===== src/pis_pkg.sv =====
// ----------------------------------------------------------------------------
// pis_pkg
// Shared constants, codes and types for the point-in-shape test pipeline.
// ----------------------------------------------------------------------------
`default_nettype none

package pis_pkg;

    localparam int COORD_WIDTH_DEF = 32;

    // multiplier limb width and fixed multiplier latency
    localparam int LIMB_W  = 32;
    localparam int MUL_LAT = 3;

    localparam int CFG_IDX_W = 3;
    localparam int SHAPE_W   = 3;

    // configuration register indices
    localparam logic [CFG_IDX_W-1:0] REG_SHAPE_KIND = 3'd0;
    localparam logic [CFG_IDX_W-1:0] REG_X_LOW      = 3'd1;
    localparam logic [CFG_IDX_W-1:0] REG_X_HIGH     = 3'd2;
    localparam logic [CFG_IDX_W-1:0] REG_Y_LOW      = 3'd3;
    localparam logic [CFG_IDX_W-1:0] REG_Y_HIGH     = 3'd4;
    localparam logic [CFG_IDX_W-1:0] REG_Z_LOW      = 3'd5;
    localparam logic [CFG_IDX_W-1:0] REG_Z_HIGH     = 3'd6;

    // shape codes
    localparam logic [SHAPE_W-1:0] SHAPE_BOX       = 3'd0;
    localparam logic [SHAPE_W-1:0] SHAPE_ELLIPSOID = 3'd1;
    localparam logic [SHAPE_W-1:0] SHAPE_CYL_Z     = 3'd2;
    localparam logic [SHAPE_W-1:0] SHAPE_CYL_X     = 3'd3;
    localparam logic [SHAPE_W-1:0] SHAPE_CYL_Y     = 3'd4;

    // request codes
    localparam logic REQ_XY  = 1'b0;
    localparam logic REQ_XYZ = 1'b1;

    // per-item decision flags carried alongside the arithmetic
    typedef struct packed {
        logic use_ell;
        logic base_ok;
    } pis_flags_t;

endpackage

`default_nettype wire


===== src/pis_mul.sv =====
// ----------------------------------------------------------------------------
// pis_mul
// Unsigned pipelined multiplier: limb partial products, row sums, final sum.
// ----------------------------------------------------------------------------
`default_nettype none

module pis_mul #(
    parameter int A_W = 32,
    parameter int B_W = 32
) (
    input  wire logic               aclk,
    input  wire logic [A_W-1:0]     a,
    input  wire logic [B_W-1:0]     b,
    output logic      [A_W+B_W-1:0] p
);

    localparam int LW = pis_pkg::LIMB_W;
    localparam int NA = (A_W + LW - 1) / LW;
    localparam int NB = (B_W + LW - 1) / LW;
    localparam int RW = (NA + 1) * LW;
    localparam int FW = (NA + NB) * LW;

    logic [NA*LW-1:0] a_ext;
    logic [NB*LW-1:0] b_ext;

    logic [2*LW-1:0]    pp_next  [NA][NB];
    logic [2*LW-1:0]    pp_reg   [NA][NB];
    logic [RW-1:0]      row_next [NB];
    logic [RW-1:0]      row_reg  [NB];
    logic [FW-1:0]      sum_next;
    logic [A_W+B_W-1:0] p_reg;

    assign a_ext = (NA*LW)'(a);
    assign b_ext = (NB*LW)'(b);

    always_comb begin
        for (int i = 0; i < NA; i++) begin
            for (int j = 0; j < NB; j++) begin
                pp_next[i][j] = a_ext[i*LW +: LW] * b_ext[j*LW +: LW];
            end
        end
    end

    always_comb begin
        for (int j = 0; j < NB; j++) begin
            row_next[j] = '0;
            for (int i = 0; i < NA; i++) begin
                row_next[j] = row_next[j] + (RW'(pp_reg[i][j]) << (i*LW));
            end
        end
    end

    always_comb begin
        sum_next = '0;
        for (int j = 0; j < NB; j++) begin
            sum_next = sum_next + (FW'(row_reg[j]) << (j*LW));
        end
    end

    always_ff @(posedge aclk) begin
        pp_reg  <= pp_next;
        row_reg <= row_next;
        p_reg   <= sum_next[A_W+B_W-1:0];
    end

    assign p = p_reg;

endmodule

`default_nettype wire


===== config.mk =====
export PLATFORM = sky130hd
export DESIGN_NAME = pis_mul
export DESIGN_NICKNAME = d
export VERILOG_FILES = /design/src/pis_pkg.sv /design/src/pis_mul.sv
export SDC_FILE = /design/constraint.sdc
export NUM_CORES = 2
export LEC_CHECK = 0
export ABC_CLOCK_PERIOD_IN_PS = 6350
export BUFFER_PORTS_ARGS = -buffer_cell sky130_fd_sc_hd__clkbuf_2
export CORE_UTILIZATION = 55
export CTS_BUF_LIST = sky130_fd_sc_hd__clkbuf_4 sky130_fd_sc_hd__clkbuf_8
export DETAILED_ROUTE_END_ITERATION = 16
export GPL_TIMING_DRIVEN = 0
export PLACE_DENSITY_LB_ADDON = 0.05
export SLEW_MARGIN = 0
export SYNTH_ARGS = -nofsm -noshare
export SYNTH_HDL_FRONTEND = slang
export SYNTH_SLANG_ARGS = --single-unit

===== constraint.sdc =====
create_clock -name aclk -period 6.35 [get_ports aclk]
set_input_delay 0.3175 -clock aclk [delete_from_list [all_inputs] [get_ports aclk]]
set_output_delay 0.3175 -clock aclk [all_outputs]
set_load 0.02 [all_outputs]

### Word-level counts from Yosys, hierarchy flattened

Cells that the tools add are included.

| cells by class | value |
|---|---|
| multiply operators | 1 |

Operators with widths:

| cell | count |
|---|---|
| multiplier 32 x 32 -> 64 bit | 1 |

| storage, ports and cells | value |
|---|---|
| register bits | 192 |
| input bits | 65 |
| output and inout port bits | 64 |
| logic and storage cells | 4 |

### Longest topological paths before layout

| logic depth | value |
|---|---|
| depth in word-level cells | 1 |
| depth in mapped cells | 29 |
| depth with buffers taken out | 27 |

### Worst setup path after synthesis

No wires, ideal clock.

| path | value |
|---|---|
| kind | input port to flip-flop |
| from | in a[16] |
| to | reg pp_reg[63] (netlist bit) |
| setup time | 0.072 ns |
| arrival | 6.926 ns |
| required time | 6.278 ns |
| path slack | -0.648 ns |
| stages on the path | 24 |
| path buffers | 1 |
| cell sequence | clkbuf_1 -> and2_1 -> fa_1 -> inv_1 -> fa_1 -> fa_1 -> fa_1 -> inv_1 -> fa_1 -> inv_1 -> fa_1 -> inv_1 -> fa_1 -> fa_1 -> ha_1 -> a21o_1 -> a31oi_1 -> o211ai_1 -> nor4b_1 -> o21ai_1 -> a21boi_1 -> o21ai_1 -> a221oi_1 -> xnor2_1 |

RTL lines:

| what | line | text |
|---|---|---|
| start: declaration | pis_mul.sv:12 | `input wire logic [A_W-1:0] a,` |
| end signal: assignment | pis_mul.sv:61 | `pp_reg <= pp_next;` |
| end: declaration | pis_mul.sv:27 | `logic [2*LW-1:0] pp_reg [NA][NB];` |

==> flow_metrics.tcl <==
set metrics [dict create \
    coreArea_sq_um 66220 \
    syn_area_sq_um 37130 \
    m1WireLength_um 46580 \
    critPathCaptureType "register" \
    cts_buffer_depth 2 \
    grt_pass1_vias 30110 \
    hold_end "pp_reg[0]" \
    top_layer "met5" \
    clock_skew_ns 0.01847 \
    clock.fmax_ghz 0.1432 \
    layout-drive-gt1-share 0.1708 \
    place_area_sq_um 39210 \
    final_hold_viol_count 0 \
    ys_ff_latch 192 \
    place_inst 4863 \
    synthCells 3871 \
    min_from "b[0]" \
    die_x_um 261.8 \
    grt_overflow 0 \
    clock_latency_ns 0.47 \
    r2r-start "pp_reg[48]" \
    max-slew-margin-rel 0.4647 \
    port_buffers 128 \
    criticalPathCategory "input pin to register" \
    min_period_ns 6.981 \
    final_max_slew_viol_count 0 \
    grt_pass1_wl_um 195900 \
    status "complete, but fails checks" \
    startpoint_type "input pin" \
    dieArea_sq_um 68550 \
    io-pin-count 129 \
    grt_max_degree 24 \
    tightest_slew_ns 0.8029 \
    area_growth_pct 18.93 \
    rows 94 \
    cts_root_buf "clkbuf_8" \
    initial_core_util 0.5607 \
    layout_common_cells "inv_1, fa_1, and2_1" \
    wirelength_um 135700 \
    fillerInstances 5454 \
    die_h_um 261.8 \
    cts_max_level 4 \
    maxCapViolations 0 \
    violations "setup timing" \
    ys_seq_area_frac 0.1035 \
    ant_nets 0 \
    wl_met3_um 14040 \
    critPathMaxFanout 5 \
    required_ns 6.73 \
    syn-num-nets 5095 \
    synth_edf_count 0 \
    clkTransAtPathRegs_ns 0.11 \
    min_path_type "input pin to register" \
    register_area_sq_um 3844 \
    grt_setup_unrepaired "yes" \
    timing.final.crit_share 1.099 \
    hpwl_um 107200 \
    fin_hold_ws_ns 0.2678 \
    reg2reg_slack_ns 5.91 \
    reg2reg_depth 0 \
    place_congestion 1.062 \
    cts_buffers 17 \
    setup_ws_ns -0.6314 \
    synthArstFlopShare 0 \
    wl_met2_um 60890 \
    ys_warn_count 0 \
    r2r-end "row_reg[48]" \
    drt-initial-drc-count 2136 \
    grt_usage 0.4080 \
    via_per_inst 5.649 \
    antenna_found_initial 13 \
    final_cell_area_sq_um 44160 \
    final_cells 5042 \
    tns_ns -13.49 \
    multiInputGateArea_sq_um 30330 \
    yosysUniqueCellTypes 64 \
    cts_tree "built" \
    vias 28480 \
    nets 5380 \
    yosys_most_used_dff "dfxtp_1" \
    cp.arrival_ns 7.36 \
    setup_viol 39 \
    numClockSinks 192 \
    min_path_cells 2 \
    firstDrtPassIters 5 \
    cts_hold_buffers 0 \
    drcViolationCount 0 \
    synth_area_per_cell_sq_um 9.591 \
    wl_per_cell_um 26.91 \
]
area by class of cell:
cell class | instances | share of cell area
Multi-Input combinational cell | 2600 | 0.6868
Buffer | 201 | 0.06472
Clock inverter | 15 | 0.004760
Clock buffer | 17 | 0.005299
Sequential cell | 192 | 0.08705
Timing Repair Buffer | 279 | 0.05287
Tap cell | 864 | 0.02448
Antenna cell | 9 | 0.0005100
Inverter | 865 | 0.07353
timing repair:
| action | in CTS | in global routing |
|---|---|---|
| pin swaps | 84 | 69 |
| gates cloned | 10 | 0 |
| setup endpoints to repair | 46 | 43 |
| gates resized for setup | 659 | 147 |
| buffers inserted | 103 | 39 |
cell families (layout without fill, tap and decap cells):
group           count (synthesis)  after routing  share of synthesized area
compound gates                211            211                    0.03768
fa+ha+maj                    1159           1159                     0.5718
buf+inv                      1079           1377                     0.1092
other cells                     0              9                          0
mux                             1              1                  0.0002696
simple gates                 1169           1169                     0.1634
flops                         192            192                     0.1035
xor+xnor                       60             60                    0.01415
stage by stage:
| step | worst slack (ns) | util |
|---|---|---|
| floorplan | -0.4441 | - |
| global placement | -2.051 | 0.5921 |
| detailed placement | -2.058 | 0.5921 |
| CTS | -0.5672 | 0.6561 |
| global route | -0.7337 | 0.6667 |
| finish | -0.6314 | 0.6668 |
how the worst max path moves through the flow:
stage          depth (start not counted)          to  startpoint
5_1_grt                               28  pp_reg[52]        b[2]
6_report                              24  pp_reg[56]        b[2]
3_3_place_gp                          25  pp_reg[63]       a[14]
3_5_place_dp                          25  pp_reg[63]        b[4]
4_1_cts                               24  pp_reg[62]       a[26]
2_1_floorplan                         23  pp_reg[60]       b[17]
routing by layer:
layer,vias to the layer above,track usage
met2,1613,0.6256
li1,11810,-
met3,500,0.1081
met4,6,0.3403
met1,14550,0.4818
met5,-,0
cells in the mapped netlist (all sizes together), types with 3 or more instances:
| library cell | instances | share of area |
|---|---|---|
| fa | 896 | 0.48 |
| inv | 865 | 0.087 |
| and2 | 604 | 0.10 |
| nand2 | 473 | 0.048 |
| ha | 263 | 0.089 |
| clkbuf | 211 | 0.021 |
| dfxtp | 192 | 0.10 |
| a21oi | 65 | 0.0089 |
| xnor2 | 44 | 0.010 |
| o21ai | 37 | 0.0050 |
| a21o | 36 | 0.0073 |
| nor2 | 27 | 0.0028 |
| nand3 | 18 | 0.0024 |
| xor2 | 16 | 0.0038 |
| a31oi | 13 | 0.0022 |
| nand4 | 12 | 0.0024 |
| o21bai | 11 | 0.0022 |
| and3 | 10 | 0.0017 |
| o21a | 6 | 0.0012 |
| o31ai | 6 | 0.0012 |
| a211oi | 5 | 0.0011 |
| nor2b | 5 | 0.00084 |
| nor3 | 5 | 0.00067 |
| a21boi | 4 | 0.00091 |
| a221oi | 4 | 0.00094 |
| a31o | 3 | 0.00071 |
| buf | 3 | 0.00037 |
| o31a | 3 | 0.00071 |
| or4 | 3 | 0.00071 |
worst max-delay path, cell delays in order:
cell and delay [ns]:
clkbuf_16 0.14, clkbuf_16 0.17, and2_4 0.16, fa_1 0.54, inv_1 0.06, fa_1 0.52
fa_2 0.50, fa_1 0.59, inv_2 0.07, fa_1 0.48, fa_1 0.51, fa_1 0.59
fa_2 0.55, ha_4 0.33, buf_4 0.15, nand3_4 0.08, nor2b_2 0.12, a211oi_2 0.05
o31a_1 0.11, buf_6 0.14, or4_4 0.63, a21boi_4 0.26, nor2_4 0.06, a311oi_2 0.20
Power is not shown: default switching activity piles up to over one toggle a cycle in this logic, so the estimate is an artifact.
